`config.mk`:
```
export PLATFORM = sky130hd
export DESIGN_NAME = button_encoder_key_event_decoder
export DESIGN_NICKNAME = d
export VERILOG_FILES = /design/src/sv/bekd_pkg.sv /design/src/sv/bekd_in_stage.sv /design/src/sv/bekd_core.sv /design/src/sv/button_encoder_key_event_decoder.sv
export SDC_FILE = /design/constraint.sdc
export NUM_CORES = 1
export LEC_CHECK = 0
export BUFFER_PORTS_ARGS = -buffer_cell sky130_fd_sc_hd__buf_2
export CAP_MARGIN = 20
export CORE_MARGIN = 1
export CORE_UTILIZATION = 50
export DETAILED_ROUTE_END_ITERATION = 10
export GPL_TIMING_DRIVEN = 0
export MAX_ROUTING_LAYER = met4
export PLACE_DENSITY = 0.69
export SLEW_MARGIN = 10
export SYNTH_ARGS = -nofsm -noshare
export SYNTH_HDL_FRONTEND = slang
export SYNTH_SLANG_ARGS = --single-unit
export TNS_END_PERCENT = 30
```
`constraint.sdc`:
```
create_clock -name i_clk -period 3.2 [get_ports i_clk]
set_input_delay 0.16 -clock i_clk [delete_from_list [all_inputs] [get_ports i_clk]]
set_output_delay 0.16 -clock i_clk [all_outputs]
set_load 0.02 [all_outputs]
```
`src/sv/bekd_pkg.sv`:
```
package bekd_pkg;

    localparam int KEY_W  = 8;
    localparam int TS_W   = 32;
    localparam int CFG_W  = 16;
    localparam int CFG_IDX_W = 1;

    localparam logic [CFG_W-1:0] DELAY_RESET_MS = CFG_W'(500);
    localparam logic [KEY_W-1:0] KEYS_NONE      = 8'h00;

    localparam logic [CFG_IDX_W-1:0] CFG_REPEAT_DELAY = 1'b0;
    localparam logic [CFG_IDX_W-1:0] CFG_LONG_PRESS   = 1'b1;

    localparam logic [KEY_W-1:0] EV_UP   = 8'h01;
    localparam logic [KEY_W-1:0] EV_DOWN = 8'h02;
    localparam logic [KEY_W-1:0] EV_OK   = 8'h04;
    localparam logic [KEY_W-1:0] EV_BACK = 8'h08;

    typedef struct packed {
        logic [KEY_W-1:0] key_byte;
        logic             enc_a;
        logic             enc_b;
        logic             enc_key_n;
        logic [TS_W-1:0]  now_ms;
        logic             clear_keys;
    } t_in_item;

    typedef struct packed {
        logic [KEY_W-1:0] key_word;
        logic             keys_held;
    } t_out_item;

    typedef struct packed {
        logic [CFG_W-1:0] repeat_delay_ms;
        logic [CFG_W-1:0] long_press_ms;
    } t_cfg;

    // keypad byte bits to event word bits
    function automatic logic [KEY_W-1:0] remap_keys(input logic [KEY_W-1:0] b);
        logic [KEY_W-1:0] w;
        w = {b[3], b[0], b[2], b[1], b[5], b[6], b[7], b[4]};
        return w;
    endfunction

endpackage

```
`src/sv/bekd_in_stage.sv`:
```
module bekd_in_stage
    import bekd_pkg::*;
(
    input  logic      i_clk,
    input  logic      i_rst_n,
    input  logic      i_valid,
    input  t_in_item  i_item,
    input  logic      i_take,
    output logic      o_stall,
    output logic      o_vld,
    output t_in_item  o_item
);

    logic     r_vld;
    logic     n_vld;
    t_in_item r_item;

    assign o_stall = r_vld && !i_take;
    assign o_vld   = r_vld;
    assign o_item  = r_item;

    always_comb begin
        n_vld = r_vld;
        if (i_take) begin
            n_vld = 1'b0;
        end
        if (i_valid && !o_stall) begin
            n_vld = 1'b1;
        end
    end

    always_ff @(posedge i_clk) begin
        if (!i_rst_n) begin
            r_vld <= 1'b0;
        end else begin
            r_vld <= n_vld;
        end
    end

    always_ff @(posedge i_clk) begin
        if (i_valid && !o_stall) begin
            r_item <= i_item;
        end
    end

endmodule

```
`src/sv/bekd_core.sv`:
```
module bekd_core
    import bekd_pkg::*;
(
    input  logic      i_clk,
    input  logic      i_rst_n,
    input  t_cfg      i_cfg,
    input  logic      i_vld,
    input  t_in_item  i_item,
    output logic      o_take,
    input  logic      i_out_stall,
    output logic      o_out_valid,
    output t_out_item o_out_item
);

    logic             r_enc_a_prev;
    logic             r_enc_key_prev;
    logic [TS_W-1:0]  r_long_press_deadline;
    logic             r_pad_held;
    logic [TS_W-1:0]  r_repeat_deadline;
    logic [KEY_W-1:0] r_event_word;
    logic             r_out_vld;
    t_out_item        r_out_item;

    logic             n_long_press_deadline_en;
    logic [TS_W-1:0]  n_long_press_deadline;
    logic             n_pad_held;
    logic             n_repeat_deadline_en;
    logic [TS_W-1:0]  n_repeat_deadline;
    logic [KEY_W-1:0] n_event_word;
    logic             n_out_vld;

    logic             pressed;
    logic             keys_any;
    logic [KEY_W-1:0] remapped;

    assign o_take      = i_vld && (!r_out_vld || !i_out_stall);
    assign o_out_valid = r_out_vld;
    assign o_out_item  = r_out_item;

    assign pressed  = !i_item.enc_key_n;
    assign keys_any = i_item.key_byte != KEYS_NONE;
    assign remapped = remap_keys(i_item.key_byte);

    assign n_long_press_deadline = i_item.now_ms + TS_W'(i_cfg.long_press_ms);
    assign n_repeat_deadline     = i_item.now_ms + TS_W'(i_cfg.repeat_delay_ms);

    always_comb begin
        n_event_word             = i_item.clear_keys ? KEYS_NONE : r_event_word;
        n_pad_held               = r_pad_held;
        n_long_press_deadline_en = 1'b0;
        n_repeat_deadline_en     = 1'b0;

        if (r_enc_a_prev && !i_item.enc_a) begin
            n_event_word = n_event_word | (i_item.enc_b ? EV_DOWN : EV_UP);
        end

        if (pressed && !r_enc_key_prev) begin
            n_long_press_deadline_en = 1'b1;
        end else if (!pressed && r_enc_key_prev) begin
            if (i_item.now_ms < r_long_press_deadline) begin
                n_event_word = n_event_word | EV_OK;
            end else begin
                n_event_word = n_event_word | EV_BACK;
            end
        end

        if (!r_pad_held && keys_any) begin
            n_event_word         = n_event_word | remapped;
            n_pad_held           = 1'b1;
            n_repeat_deadline_en = 1'b1;
        end else if (r_pad_held && (i_item.now_ms >= r_repeat_deadline) && keys_any) begin
            n_event_word = n_event_word | remapped;
        end else if (r_pad_held && !keys_any) begin
            n_event_word = KEYS_NONE;
            n_pad_held   = 1'b0;
        end
    end

    always_comb begin
        n_out_vld = r_out_vld;
        if (!i_out_stall) begin
            n_out_vld = 1'b0;
        end
        if (o_take) begin
            n_out_vld = 1'b1;
        end
    end

    always_ff @(posedge i_clk) begin
        if (!i_rst_n) begin
            r_enc_a_prev          <= 1'b0;
            r_enc_key_prev        <= 1'b0;
            r_long_press_deadline <= '0;
            r_pad_held            <= 1'b0;
            r_repeat_deadline     <= '0;
            r_event_word          <= KEYS_NONE;
            r_out_vld             <= 1'b0;
            r_out_item            <= '0;
        end else begin
            r_out_vld <= n_out_vld;
            if (o_take) begin
                r_enc_a_prev   <= i_item.enc_a;
                r_enc_key_prev <= pressed;
                r_pad_held     <= n_pad_held;
                r_event_word   <= n_event_word;
                if (n_long_press_deadline_en) begin
                    r_long_press_deadline <= n_long_press_deadline;
                end
                if (n_repeat_deadline_en) begin
                    r_repeat_deadline <= n_repeat_deadline;
                end
                r_out_item.key_word  <= n_event_word;
                r_out_item.keys_held <= n_pad_held;
            end
        end
    end

endmodule

```
`src/sv/button_encoder_key_event_decoder.sv`:
```
// Rotary encoder and keypad event decoder. Each input item is one sample
// (keypad byte, encoder A/B, active-low encoder key, millisecond timestamp,
// clear flag) and yields exactly one result item: the event word after the
// sample and the keypad-held flag. An item passes an input register and a
// result register, and one item can be taken every cycle while the output
// is not stalled; the event state is updated as each item is taken.
// Deadlines are the timestamp plus the 16-bit delay, wrapping at 32 bits,
// compared unsigned. Configuration writes (index 0 repeat delay, index 1
// long-press time, both 500 after reset) are to be made while no item is
// in flight.
module button_encoder_key_event_decoder
    import bekd_pkg::*;
(
    input  logic                 i_clk,
    input  logic                 i_rst_n,
    input  logic                 i_cfg_we,
    input  logic [CFG_IDX_W-1:0] i_cfg_idx,
    input  logic [CFG_W-1:0]     i_cfg_wdata,
    input  logic                 i_in_valid,
    output logic                 o_in_stall,
    input  t_in_item             i_in_item,
    output logic                 o_out_valid,
    input  logic                 i_out_stall,
    output t_out_item            o_out_item
);

    t_cfg     r_cfg;
    logic     take;
    logic     stg_vld;
    t_in_item stg_item;

    always_ff @(posedge i_clk) begin
        if (!i_rst_n) begin
            r_cfg.repeat_delay_ms <= DELAY_RESET_MS;
            r_cfg.long_press_ms   <= DELAY_RESET_MS;
        end else if (i_cfg_we) begin
            case (i_cfg_idx)
                CFG_REPEAT_DELAY: begin
                    r_cfg.repeat_delay_ms <= i_cfg_wdata;
                end
                CFG_LONG_PRESS: begin
                    r_cfg.long_press_ms <= i_cfg_wdata;
                end
                default: begin
                    r_cfg <= r_cfg;
                end
            endcase
        end
    end

    bekd_in_stage u_in_stage (
        .i_clk   (i_clk),
        .i_rst_n (i_rst_n),
        .i_valid (i_in_valid),
        .i_item  (i_in_item),
        .i_take  (take),
        .o_stall (o_in_stall),
        .o_vld   (stg_vld),
        .o_item  (stg_item)
    );

    bekd_core u_core (
        .i_clk       (i_clk),
        .i_rst_n     (i_rst_n),
        .i_cfg       (r_cfg),
        .i_vld       (stg_vld),
        .i_item      (stg_item),
        .o_take      (take),
        .i_out_stall (i_out_stall),
        .o_out_valid (o_out_valid),
        .o_out_item  (o_out_item)
    );

endmodule

```
==> flow_metrics.py, run 1 <==
metrics = {
    "detailed_routing": {
        "dr.first_iter.drc_count": 537,
        "wl_per_cell_um": 17.2,
        "first_pass_iters": 4,
        "wl_um": 24000,
        "route.detailed.drc": 0,
        "antenna_left": 0,
        "viasPerCell": 5.58,
        "num_vias": 7767,
    },
    "timing": {
        "grt_setup_unrepaired": "false",
        "slew_violations": 0,
        "setup_viol": 0,
        "max_slew_margin_pct": 38.9,
        "tns_ns": 0,
        "hold_violations": 0,
        "period_share_pct": 92.6,
        "period_minus_slack_ns": 2.96,
        "finClkSkew_ns": 0.0153,
        "tightest_slew_ns": 0.916,
        "finalHoldWorstSlack_ns": 0.181,
        "fmax_mhz": 337,
    },
    "global_routing": {
        "grt-ovfl-total": 0,
        "grt_pass1_vias": 7486,
        "grt_util_all_layers_pct": 28.7,
        "grt_first_pass_wirelength_um": 38300,
        "grt_max_degree": 30,
        "antenna_found_initial": 0,
    },
    "pwr": {
        "p_leak_nw": 4.21,
        "powerDensity_nw_per_um2": 484,
        "vdd_drop_max_uv": 419,
    },
    "yosys": {
        "synth_compound_area_share_pct": 20.4,
        "synth.mux.area_fraction_pct": 0,
        "synth_nets": 1160,
        "synth-edff-count": 44,
        "async_flop_share_pct": 0,
        "synth_area_leader_cell": "dfxtp_1",
        "synth_cells": 995,
        "synth-xor-area-share_pct": 4.36,
        "synth_top_family_by_area": "compound AO/OA/AOI/OAI gates",
        "synth_area_per_cell_um2": 8.87,
        "ys.flop_type": "dfxtp_1",
        "yosys.area_share.simple_pct": 16.2,
        "ys_types": 79,
        "yosysSeqAreaShare_pct": 39.7,
        "synth_area_leaders": "dfxtp_1 (25%), edfxtp_1 (15%), ha_1 (14%)",
        "syn_area_um2": 8830,
        "synth_warnings": 0,
        "synth-adder-area-share_pct": 14.2,
        "synth.top_cell.area_share_pct": 24.7,
        "ys_ff_latch": 153,
    },
    "setup_path": {
        "cp-end-kind": "flip-flop",
        "cp_max_fo": 6,
        "crit_path_start_kind": "flip-flop",
        "worstPathArrival_ns": 3.31,
        "crit_type": "flip-flop to flip-flop",
        "critPathRequiredTime_ns": 3.55,
    },
    "run_status": {
        "status": "complete, no violations",
    },
    "floorplanning": {
        "core_um2": 17300,
        "start_util_pct": 51.0,
        "die_h_um": 135,
        "dieArea_um2": 18200,
        "row_count": 48,
        "io_pins": 77,
        "fp.dieW_um": 135,
    },
    "job": {
        "max_cap_violations": 0,
    },
    "cts": {
        "cts.sinks": 153,
        "clk_latency_ns": 0.45,
        "cts_buffer_depth": 2,
        "cts_made_buffers": 17,
        "cts.reportedPaths.clkPinSlew_ns": 0.07,
        "cts_tree": "built",
        "cts_root_buf": "clkbuf_16",
        "htree_levels": 4,
    },
    "final_layout": {
        "diodes": 0,
        "drive_gt1_share_pct": 12.3,
        "layout.nets": 1320,
        "syn_to_final_growth_pct": 21.9,
        "final_core_util_pct": 62.2,
    },
    "placement": {
        "port_buffers": 76,
        "dpl.hpwl_um": 17500,
        "gp_congestion": 0.876,
    },
    "hold_path": {
        "hp-class": "primary input to flip-flop",
    },
}
==> cell families after synthesis <==
group | after synthesis
and+or+nand+nor | 312
AOI/OAI and AO/OA | 269
DFF | 153
buffers and inverters | 118
adders and majority gates | 99
xor gates and xnor gates | 44
==> registers in the layout, indices dropped and copies added, names as in the netlist <==
name / cells
u_in_stage.o_vld: 1
u_core.o_out_valid: 1
u_in_stage.o_item: 44
r_cfg: 32
u_core.o_out_item: 8
u_core.r_repeat_deadline: 32
u_core.r_enc_key_prev: 1
u_core.r_enc_a_prev: 1
u_core.r_pad_held: 1
u_core.r_long_press_deadline: 32
==> synth_stat cells, types with 11 or more instances <==
cell	count
a21oi_1	103
a21o_1	11
o21ai_0	48
nor2_1	62
ha_1	97
nand2_1	148
nand4_1	14
inv_1	81
o21a_1	12
edfxtp_1	44
or3_1	11
dfxtp_1	109
xnor2_1	37
nand3_1	29
clkbuf_1	30
a211oi_1	24
==> per-stage QoR <==
stage	worst slack (ns)	total power, mW	area [um^2]	std cells
2_1_floorplan	0.118	2.85	8830	995
3_3_place_gp	-0.870	3.10	9490	1296
3_5_place_dp	0.173	3.13	9520	1298
4_1_cts	0.166	5.21	10700	1392
5_1_grt	0.0374	5.43	10800	1393
6_report	0.237	5.21	10800	1393
==> layout make-up <==
cell class,count,area (um^2)
fill,1493,6540
multi-input combinational,724,4890
sequential,153,3500
timing repair buffer,141,1030
clock buffer,17,425
inverter,81,304
tap,225,282
clock inverter,15,174
buffer,37,151
==> critical path, cell delays in order, from the launching register on <==
cell and delay [ns]:
edfxtp_1 0.40, nor4_1 0.33, nand2_1 0.17, ha_1 0.31, a2111o_1 0.41, a211oi_1 0.46, a21oi_2 0.19, o21ai_0 0.25
a21oi_2 0.12, a22o_1 0.21
==> timing repair <==
action / 4_1_cts / 5_1_grt
setup endpoints to repair: 0 / 13
hold buffers: 62 / 0
resized for setup: 0 / 1
hold endpoints to repair: 77 / 0
buffers inserted: 0 / 1
==> worst paths after layout <==
check                                   startpoint                                to  slack [ns]  cells past startpoint
setup / recovery             u_in_stage.o_item[37]              u_core.o_out_item[8]        0.24                      9
hold / removal                            i_cfg_we                          r_cfg[9]        0.18                      4
setup reg to reg             u_in_stage.o_item[37]              u_core.o_out_item[8]        0.24                      9
hold reg to reg   u_core.r_long_press_deadline[15]  u_core.r_long_press_deadline[15]        0.45                      2
==> power by group <==
part	internal [mW]	total (mW)	switching, mW
Combinational	0.411	0.944	0.533
Sequential	2.11	2.22	0.108
Clock	1.05	2.04	0.987
==> cells in the final DEF (no fill, tap or decap), drive strengths merged, types with 5 or more instances in the layout <==
cell type | synthesis | final
a31oi | 6 | 6
a311oi | 7 | 7
nand2 | 148 | 148
clkbuf | 30 | 47
nor3 | 10 | 10
xor2 | 7 | 7
a21oi | 107 | 107
o21ai | 51 | 51
nor2b | 6 | 6
dfxtp | 109 | 109
or3 | 11 | 11
a21o | 14 | 14
and3 | 5 | 5
inv | 81 | 88
o21a | 12 | 12
a22o | 5 | 5
edfxtp | 44 | 44
a211oi | 24 | 24
nand2b | 5 | 5
nand4 | 15 | 15
nor2 | 64 | 64
xnor2 | 37 | 37
buf | 7 | 86
dlygate4sd3 | 0 | 62
ha | 97 | 97
nand3 | 30 | 30
clkinv | 0 | 8
==> metal layers <==
metal / GRT usage, % / share of wire [%] / up-vias
li1: - / - / 3856
met1: 37.0 / 46 / 3620
met2: 44.4 / 44 / 240
met3: 6.46 / 6.8 / 51
met4: 9.43 / 2.7 / 0
met5: - / 0 / -
Note: power is estimated with default switching activity, not from simulation.
==> inputs of run 2 (changes only) <==
--- a/config.mk
+++ b/config.mk
@@ -8,11 +8,11 @@
 export BUFFER_PORTS_ARGS = -buffer_cell sky130_fd_sc_hd__buf_2
 export CAP_MARGIN = 20
 export CORE_MARGIN = 1
-export CORE_UTILIZATION = 50
+export CORE_UTILIZATION = 60
 export DETAILED_ROUTE_END_ITERATION = 10
 export GPL_TIMING_DRIVEN = 0
 export MAX_ROUTING_LAYER = met4
-export PLACE_DENSITY = 0.69
+export PLACE_DENSITY = 0.8
 export SLEW_MARGIN = 10
 export SYNTH_ARGS = -nofsm -noshare
 export SYNTH_HDL_FRONTEND = slang
==> run 2 against run 1 <==
Effect of this change:
- combinational power hardly changed
- maximum frequency is 4.1% lower
- register-to-register slack worse by 0.13 ns
- total power is 1.3% lower
- design area is 0.89% lower
- global-route usage is 5.6 points higher
- cell count is 3.4% lower
- hold slack worse by 0.17 ns
- worst setup slack worse by 0.13 ns
- flip-flop and latch count stayed put
- wire length is 0.50% higher
- die area is 16% lower
==> flow_metrics.py, run 2 (synthesized netlist as in run 1, its figures left out) <==
metrics = {
    "run_status": {
        "status": "complete, no violations",
    },
    "detailed_routing": {
        "top_layer_used": "met4",
        "antenna_left": 0,
        "wl_per_cell_um": 17.9,
        "wl_met2_um": 10700,
        "wl_met1_um": 10600,
        "met3_length_um": 1930,
        "dr.first_iter.drc_count": 717,
        "wl_um": 24100,
        "viasPerCell": 5.93,
        "route.detailed.drc": 0,
        "num_vias": 7979,
        "first_pass_iters": 5,
    },
    "final_layout": {
        "fillers": 1002,
        "layout_commonest_cell": "nand2_1",
        "layout.nets": 1317,
        "final_cell_mix": "nand2_1 (148), dfxtp_1 (109), a21oi_1 (103), ha_1 (96), inv_1 (81)",
        "final_area_um2": 10700,
        "final_core_util_pct": 75.7,
        "final-instance-count-excl-fill": 1346,
        "largest_reg_flops": 44,
        "drive_gt1_share_pct": 12.4,
        "syn_to_final_growth_pct": 20.8,
    },
    "global_routing": {
        "grt_util_all_layers_pct": 34.3,
        "grt_first_pass_wirelength_um": 38200,
        "grt_max_degree": 32,
        "grt-ovfl-total": 0,
        "antenna_found_initial": 1,
        "grt_pass1_vias": 7670,
    },
    "setup_path": {
        "crit_type": "flip-flop to flip-flop",
        "cpPeakStageDelay_ns": 0.58,
        "path_common_cell": "a21oi_2",
        "crit_slowest_cell": "edfxtp_1",
        "r2r_start": "u_in_stage.o_item[29]",
        "path_delay_family": "compound AO/OA/AOI/OAI gates",
        "crit_chain": "ha_1, nand4_1, or2_1, nor4_2, o2111ai_1, a21oi_2, o21ai_0, a21oi_2, a22o_1",
        "cp-end-kind": "flip-flop",
        "critPathRequiredTime_ns": 3.58,
        "crit_path_start_kind": "flip-flop",
        "r2r_end": "u_core.o_out_item[6]",
        "worstPathArrival_ns": 3.47,
        "critPathBufInv": 0,
        "worstRegToRegCells": 9,
        "cp_max_fo": 7,
        "r2r_slack_ns": 0.11,
    },
    "cts": {
        "cts_root_buf": "clkbuf_16",
        "clk_latency_ns": 0.44,
        "htree_levels": 4,
        "cts.reportedPaths.clkPinSlew_ns": 0.07,
        "cts.sinks": 153,
        "cts_setup_buffers": 0,
        "cts_made_buffers": 17,
        "cts_tree": "built",
        "cts_buffer_depth": 2,
    },
    "timing": {
        "finClkSkew_ns": 0.0114,
        "fmax_mhz": 324,
        "setup_viol": 0,
        "period_share_pct": 96.6,
        "hold_violations": 0,
        "grt_setup_unrepaired": "false",
        "finalHoldWorstSlack_ns": 0.00706,
        "fin_ws_ns": 0.110,
        "max_slew_margin_pct": 36.3,
        "tightest_slew_ns": 0.955,
        "slew_violations": 0,
        "tns_ns": 0,
        "period_minus_slack_ns": 3.09,
    },
    "hold_path": {
        "hp-class": "primary input to flip-flop",
        "whs_path_depth": 3,
        "min_from": "i_out_stall",
        "holdPathEnd": "u_core.o_out_valid",
    },
    "pwr": {
        "p_clk_share_pct": 38.3,
        "p_leak_nw": 4.17,
        "seq_power_share_pct": 43.4,
        "powerDensity_nw_per_um2": 482,
        "comb_power_share_pct": 18.4,
        "power_mw": 5.14,
        "vdd_drop_max_uv": 600,
        "power_switching_share_pct": 29.6,
        "switchingPower_mw": 1.52,
        "intPower_mw": 3.62,
    },
    "placement": {
        "port_buffers": 76,
        "place_area_um2": 9470,
        "pre_cts_ws_ns": 0.171,
        "dpl.hpwl_um": 16800,
        "gp_congestion": 0.944,
        "dp.cells": 1253,
    },
    "job": {
        "max_cap_violations": 0,
    },
    "floorplanning": {
        "core_um2": 14100,
        "row_count": 43,
        "fp.dieW_um": 123,
        "io_pins": 77,
        "die_h_um": 123,
        "start_util_pct": 62.6,
        "dieArea_um2": 15200,
    },
}
[run 2: cell count changes in the layout (fill, tap and decap cells not counted), moves of 2 or more]
| cell | before | now |
|---|---|---|
| clkinv_8 | 4 | 0 |
| clkinvlp_4 | 0 | 4 |
| dlygate4sd3_1 | 62 | 60 |
| inv_8 | 5 | 2 |
| inv_6 | 2 | 4 |
| clkinv_4 | 4 | 2 |
[run 2: layer usage]
metal | global-route usage (%) | up-vias
li1 | - | 3857
met3 | 8.90 | 80
met5 | - | -
met4 | 14.5 | 0
met2 | 51.4 | 357
met1 | 43.8 | 3685
[run 2: area by class of cell]
type / instances / area [um^2] / area share [%]
buffer: 37 / 151 / 1.42
inverter: 81 / 304 / 2.85
clock inverter: 14 / 139 / 1.30
sequential: 153 / 3500 / 32.9
antenna: 1 / 2.50 / 0.0235
multi-input combinational: 724 / 4900 / 46.0
tap: 180 / 225 / 2.11
timing repair buffer: 138 / 1010 / 9.46
clock buffer: 18 / 429 / 4.02
[run 2: power groups by stage]
stage | clock [mW] | sequential, mW | combinational [mW]
after global placement | 0 | 2.26 | 0.823
after CTS | 1.98 | 2.22 | 0.919
final | 1.97 | 2.23 | 0.945
after floorplan | 0 | 2.23 | 0.621
after global routing | 2.06 | 2.24 | 1.05
after detailed placement | 0 | 2.26 | 0.852
[run 2: how the worst max path moves through the flow]
stage | to | slack (ns) | from | depth (start not counted)
5_1_grt | u_core.o_out_item[6] | 0.01 | u_in_stage.o_item[29] | 9
6_report | u_core.o_out_item[6] | 0.11 | u_in_stage.o_item[29] | 9
3_3_place_gp | u_in_stage.o_item[10] | -0.68 | u_in_stage.o_vld | 2
2_1_floorplan | u_in_stage.o_item[0] | 0.12 | u_core.o_out_valid | 2
3_5_place_dp | u_core.r_repeat_deadline[30] | 0.17 | u_in_stage.o_item[1] | 12
4_1_cts | u_core.r_long_press_deadline[28] | 0.16 | u_in_stage.o_item[1] | 12
[run 2: timing repair]
item                                    in CTS  in global routing
hold buffers                                60                  0
endpoints found under the setup margin       0                  3
endpoints found under the hold margin       66                  0
gates resized for setup                      0                  5
[run 2: worst register-to-register path: stages (launching register included)]
cell and delay, ns:
edfxtp_1 0.58, ha_1 0.38, nand4_1 0.20, or2_1 0.33
nor4_2 0.44, o2111ai_1 0.23, a21oi_2 0.31, o21ai_0 0.14
a21oi_2 0.26, a22o_1 0.17
==> inputs of run 3 (changes only) <==
--- a/config.mk
+++ b/config.mk
@@ -8,13 +8,14 @@
 export BUFFER_PORTS_ARGS = -buffer_cell sky130_fd_sc_hd__buf_2
 export CAP_MARGIN = 20
 export CORE_MARGIN = 1
-export CORE_UTILIZATION = 60
+export CORE_UTILIZATION = 45
 export DETAILED_ROUTE_END_ITERATION = 10
 export GPL_TIMING_DRIVEN = 0
 export MAX_ROUTING_LAYER = met4
-export PLACE_DENSITY = 0.8
+export PLACE_DENSITY = 0.63
 export SLEW_MARGIN = 10
 export SYNTH_ARGS = -nofsm -noshare
 export SYNTH_HDL_FRONTEND = slang
+export SYNTH_HIERARCHICAL = 1
 export SYNTH_SLANG_ARGS = --single-unit
 export TNS_END_PERCENT = 30
==> run 3 against run 2 <==
Effect of this change:
- core utilization decreased by 19 points
- flip-flop and latch count unchanged
- critical path depth unchanged
- global-route usage decreased by 10 points
- clock-buffer cell count decreased by 1
- total power increased by 4.8%
- synthesized cell count increased by 0.20%
- wire length decreased by 5.7%
==> flow_metrics.py, run 3 <==
metrics = {
    "global_routing": {
        "grt_pass1_vias": 6994,
        "top_usage_layer": "met2",
        "grt_use_met2_pct": 36.6,
        "antenna_found_initial": 0,
        "grt_first_pass_wirelength_um": 36100,
        "grt_max_degree": 26,
        "grt_util_all_layers_pct": 23.8,
        "grt-ovfl-total": 0,
        "grt_use_met1_pct": 32.2,
        "grt_use_met3_pct": 3.90,
    },
    "run_status": {
        "status": "complete, no violations",
    },
    "cts": {
        "cts.sinks": 153,
        "clk_latency_ns": 0.44,
        "htree_levels": 4,
        "postCtsResizedCells": 0,
        "cts.reportedPaths.clkPinSlew_ns": 0.07,
        "cts_tree": "built",
        "cts_made_buffers": 17,
        "cts_root_buf": "clkbuf_16",
        "cts_buffer_depth": 2,
    },
    "yosys": {
        "synth_warnings": 6,
        "synth_common_cells": "nand2_1 (114), dfxtp_1 (109), a21oi_1 (100)",
        "synth_cells": 997,
        "synth-edff-count": 44,
        "synth_area_per_cell_um2": 9.09,
        "ys_ff_latch": 153,
        "ys.flop_type": "dfxtp_1",
        "synth.most_common_cell": "nand2_1",
        "ys_types": 75,
        "synth_nets": 1162,
        "async_flop_share_pct": 0,
        "yosysSeqAreaShare_pct": 38.7,
        "syn_area_um2": 9060,
        "synth_area_leaders": "dfxtp_1 (24%), edfxtp_1 (15%), ha_1 (13%)",
        "synth_area_leader_cell": "dfxtp_1",
        "synth.top_cell.area_share_pct": 24.1,
    },
    "timing": {
        "period_share_pct": 96.5,
        "setup_viol": 0,
        "grt_setup_unrepaired": "true",
        "hold_violations": 0,
        "finClkSkew_ns": 0.0175,
        "tightest_slew_ns": 1.06,
        "finalHoldWorstSlack_ns": 0.0306,
        "period_minus_slack_ns": 3.09,
        "fin_ws_ns": 0.113,
        "max_slew_margin_pct": 27.8,
        "fmax_mhz": 324,
        "slew_violations": 0,
    },
    "placement": {
        "gp_congestion": 0.873,
        "pre_cts_ws_ns": 0.0985,
        "dp.cells": 1339,
        "dpl.hpwl_um": 17000,
        "place_area_um2": 9800,
        "port_buffers": 76,
    },
    "final_layout": {
        "final_cell_mix": "nand2_1 (114), dfxtp_1 (109), a21oi_1 (100), ha_1 (97), inv_1 (96)",
        "layout.nets": 1319,
        "final_area_um2": 11000,
        "largest_reg_flops": 44,
        "drive_gt1_share_pct": 12.5,
        "layout_commonest_cell": "nand2_1",
        "final-instance-count-excl-fill": 1432,
        "syn_to_final_growth_pct": 21.5,
        "fillers": 1825,
        "diodes": 0,
    },
    "setup_path": {
        "crit_path_start_kind": "flip-flop",
        "crit_type": "flip-flop to flip-flop",
        "worstRegToRegCells": 9,
        "worstPathArrival_ns": 3.38,
        "r2r_start": "u_in_stage/o_item[3]",
        "critPathRequiredTime_ns": 3.49,
        "cp-end-kind": "flip-flop",
        "r2r_slack_ns": 0.11,
        "r2r_end": "u_core/r_long_press_deadline[29]",
        "cp_max_fo": 8,
    },
    "hold_path": {
        "whs_path_depth": 3,
        "hp-class": "primary input to flip-flop",
        "min_from": "i_cfg_wdata[6]",
        "holdPathEnd": "r_cfg[22]",
    },
    "detailed_routing": {
        "num_vias": 7507,
        "wl_per_cell_um": 15.9,
        "dr.first_iter.drc_count": 519,
        "route.detailed.drc": 0,
        "first_pass_iters": 5,
        "viasPerCell": 5.24,
        "wl_um": 22800,
        "antenna_left": 0,
    },
    "floorplanning": {
        "io_pins": 77,
        "dieArea_um2": 20700,
        "row_count": 51,
        "fp.dieW_um": 144,
        "core_um2": 19600,
        "die_h_um": 144,
        "start_util_pct": 46.3,
    },
    "job": {
        "max_cap_violations": 0,
    },
    "pwr": {
        "powerDensity_nw_per_um2": 489,
        "p_leak_nw": 4.52,
        "vdd_drop_max_uv": 324,
    },
}
run 3: changes by cell type in the layout (fill, tap and decap cells not counted), sizes merged, moves of 7 or more:
cell	before	now
nand3	30	21
mux2i	0	20
xnor2	37	30
a21o	14	23
nor2	64	31
xor2	7	22
a211oi	24	15
nand3b	1	8
o211ai	2	22
inv	87	105
nand2	148	115
run 3: how the worst max path moves through the flow:
| stage | slack, ns | to | startpoint | cells past startpoint |
|---|---|---|---|---|
| 3_3_place_gp | 0.15 | u_core/r_repeat_deadline[26] | u_in_stage/o_item[8] | 9 |
| 3_5_place_dp | 0.1 | u_core/r_repeat_deadline[26] | u_in_stage/o_item[1] | 11 |
| 4_1_cts | 0.09 | u_core/r_repeat_deadline[26] | u_in_stage/o_item[1] | 11 |
| 6_report | 0.11 | u_core/r_long_press_deadline[29] | u_in_stage/o_item[3] | 9 |
| 2_1_floorplan | 0.63 | u_core/r_long_press_deadline[26] | u_in_stage/o_item[1] | 11 |
| 5_1_grt | -0.04 | u_core/r_long_press_deadline[26] | r_cfg[0] | 11 |
run 3: metrics by stage:
| step | setup TNS, ns | power (mW) | util (%) |
|---|---|---|---|
| CTS | 0 | 5.43 | 56.2 |
| global route | -0.0663 | 5.65 | 56.2 |
| detailed placement | 0 | 3.26 | 50.0 |
| global placement | 0 | 3.25 | 49.9 |
| floorplan | 0 | 2.97 | - |
| finish | 0 | 5.39 | 56.2 |
run 3: layout make-up:
| cell class | count | area, um^2 | area share, % |
|---|---|---|---|
| multi-input cells | 708 | 5010 | 45.5 |
| repair buffers | 138 | 1010 | 9.13 |
| flip-flops and latches | 153 | 3500 | 31.8 |
| inverters | 97 | 364 | 3.31 |
| clock buffers | 17 | 425 | 3.86 |
| well taps | 265 | 332 | 3.01 |
| clock inverters | 15 | 181 | 1.65 |
| plain buffers | 39 | 196 | 1.78 |
run 3: per-layer routing:
layer | vias up | wire length, um
met1 | 3479 | 11400
met4 | 0 | 291
li1 | 3870 | -
met2 | 135 | 10100
met5 | - | 0
met3 | 23 | 915
run 3: cell families after synthesis:
family,after synthesis,share of synthesized area [%]
AOI/OAI and AO/OA,280,20.2
and+or+nand+nor,257,13.9
DFF,153,38.7
buffers and inverters,136,6.18
adders and majority gates,99,13.8
xor gates and xnor gates,52,5.02
muxes,20,2.21
run 3: what timing repair did:
item / CTS / global route
endpoints found under the setup margin: 0 / 7
hold endpoints to repair: 68 / 0
hold buffers: 59 / 0
buffers inserted: 0 / 2
run 3: where the power goes:
part	leakage [nW]	total, mW	switching [mW]	internal, mW
Sequential	1.32	2.25	0.112	2.13
Clock	0.292	2.10	0.912	1.19
Combinational	2.92	1.04	0.583	0.461
Total	4.52	5.39	1.61	3.78
run 3: critical path, stage by stage, from the launching register on:
cell	delay [ns]
edfxtp_1	0.50
ha_1	0.40
o21ai_0	0.26
o21ai_1	0.14
a2111oi_2	0.50
nor2_2	0.13
a211oi_4	0.57
nor3_1	0.17
xnor2_1	0.19
a21oi_1	0.08
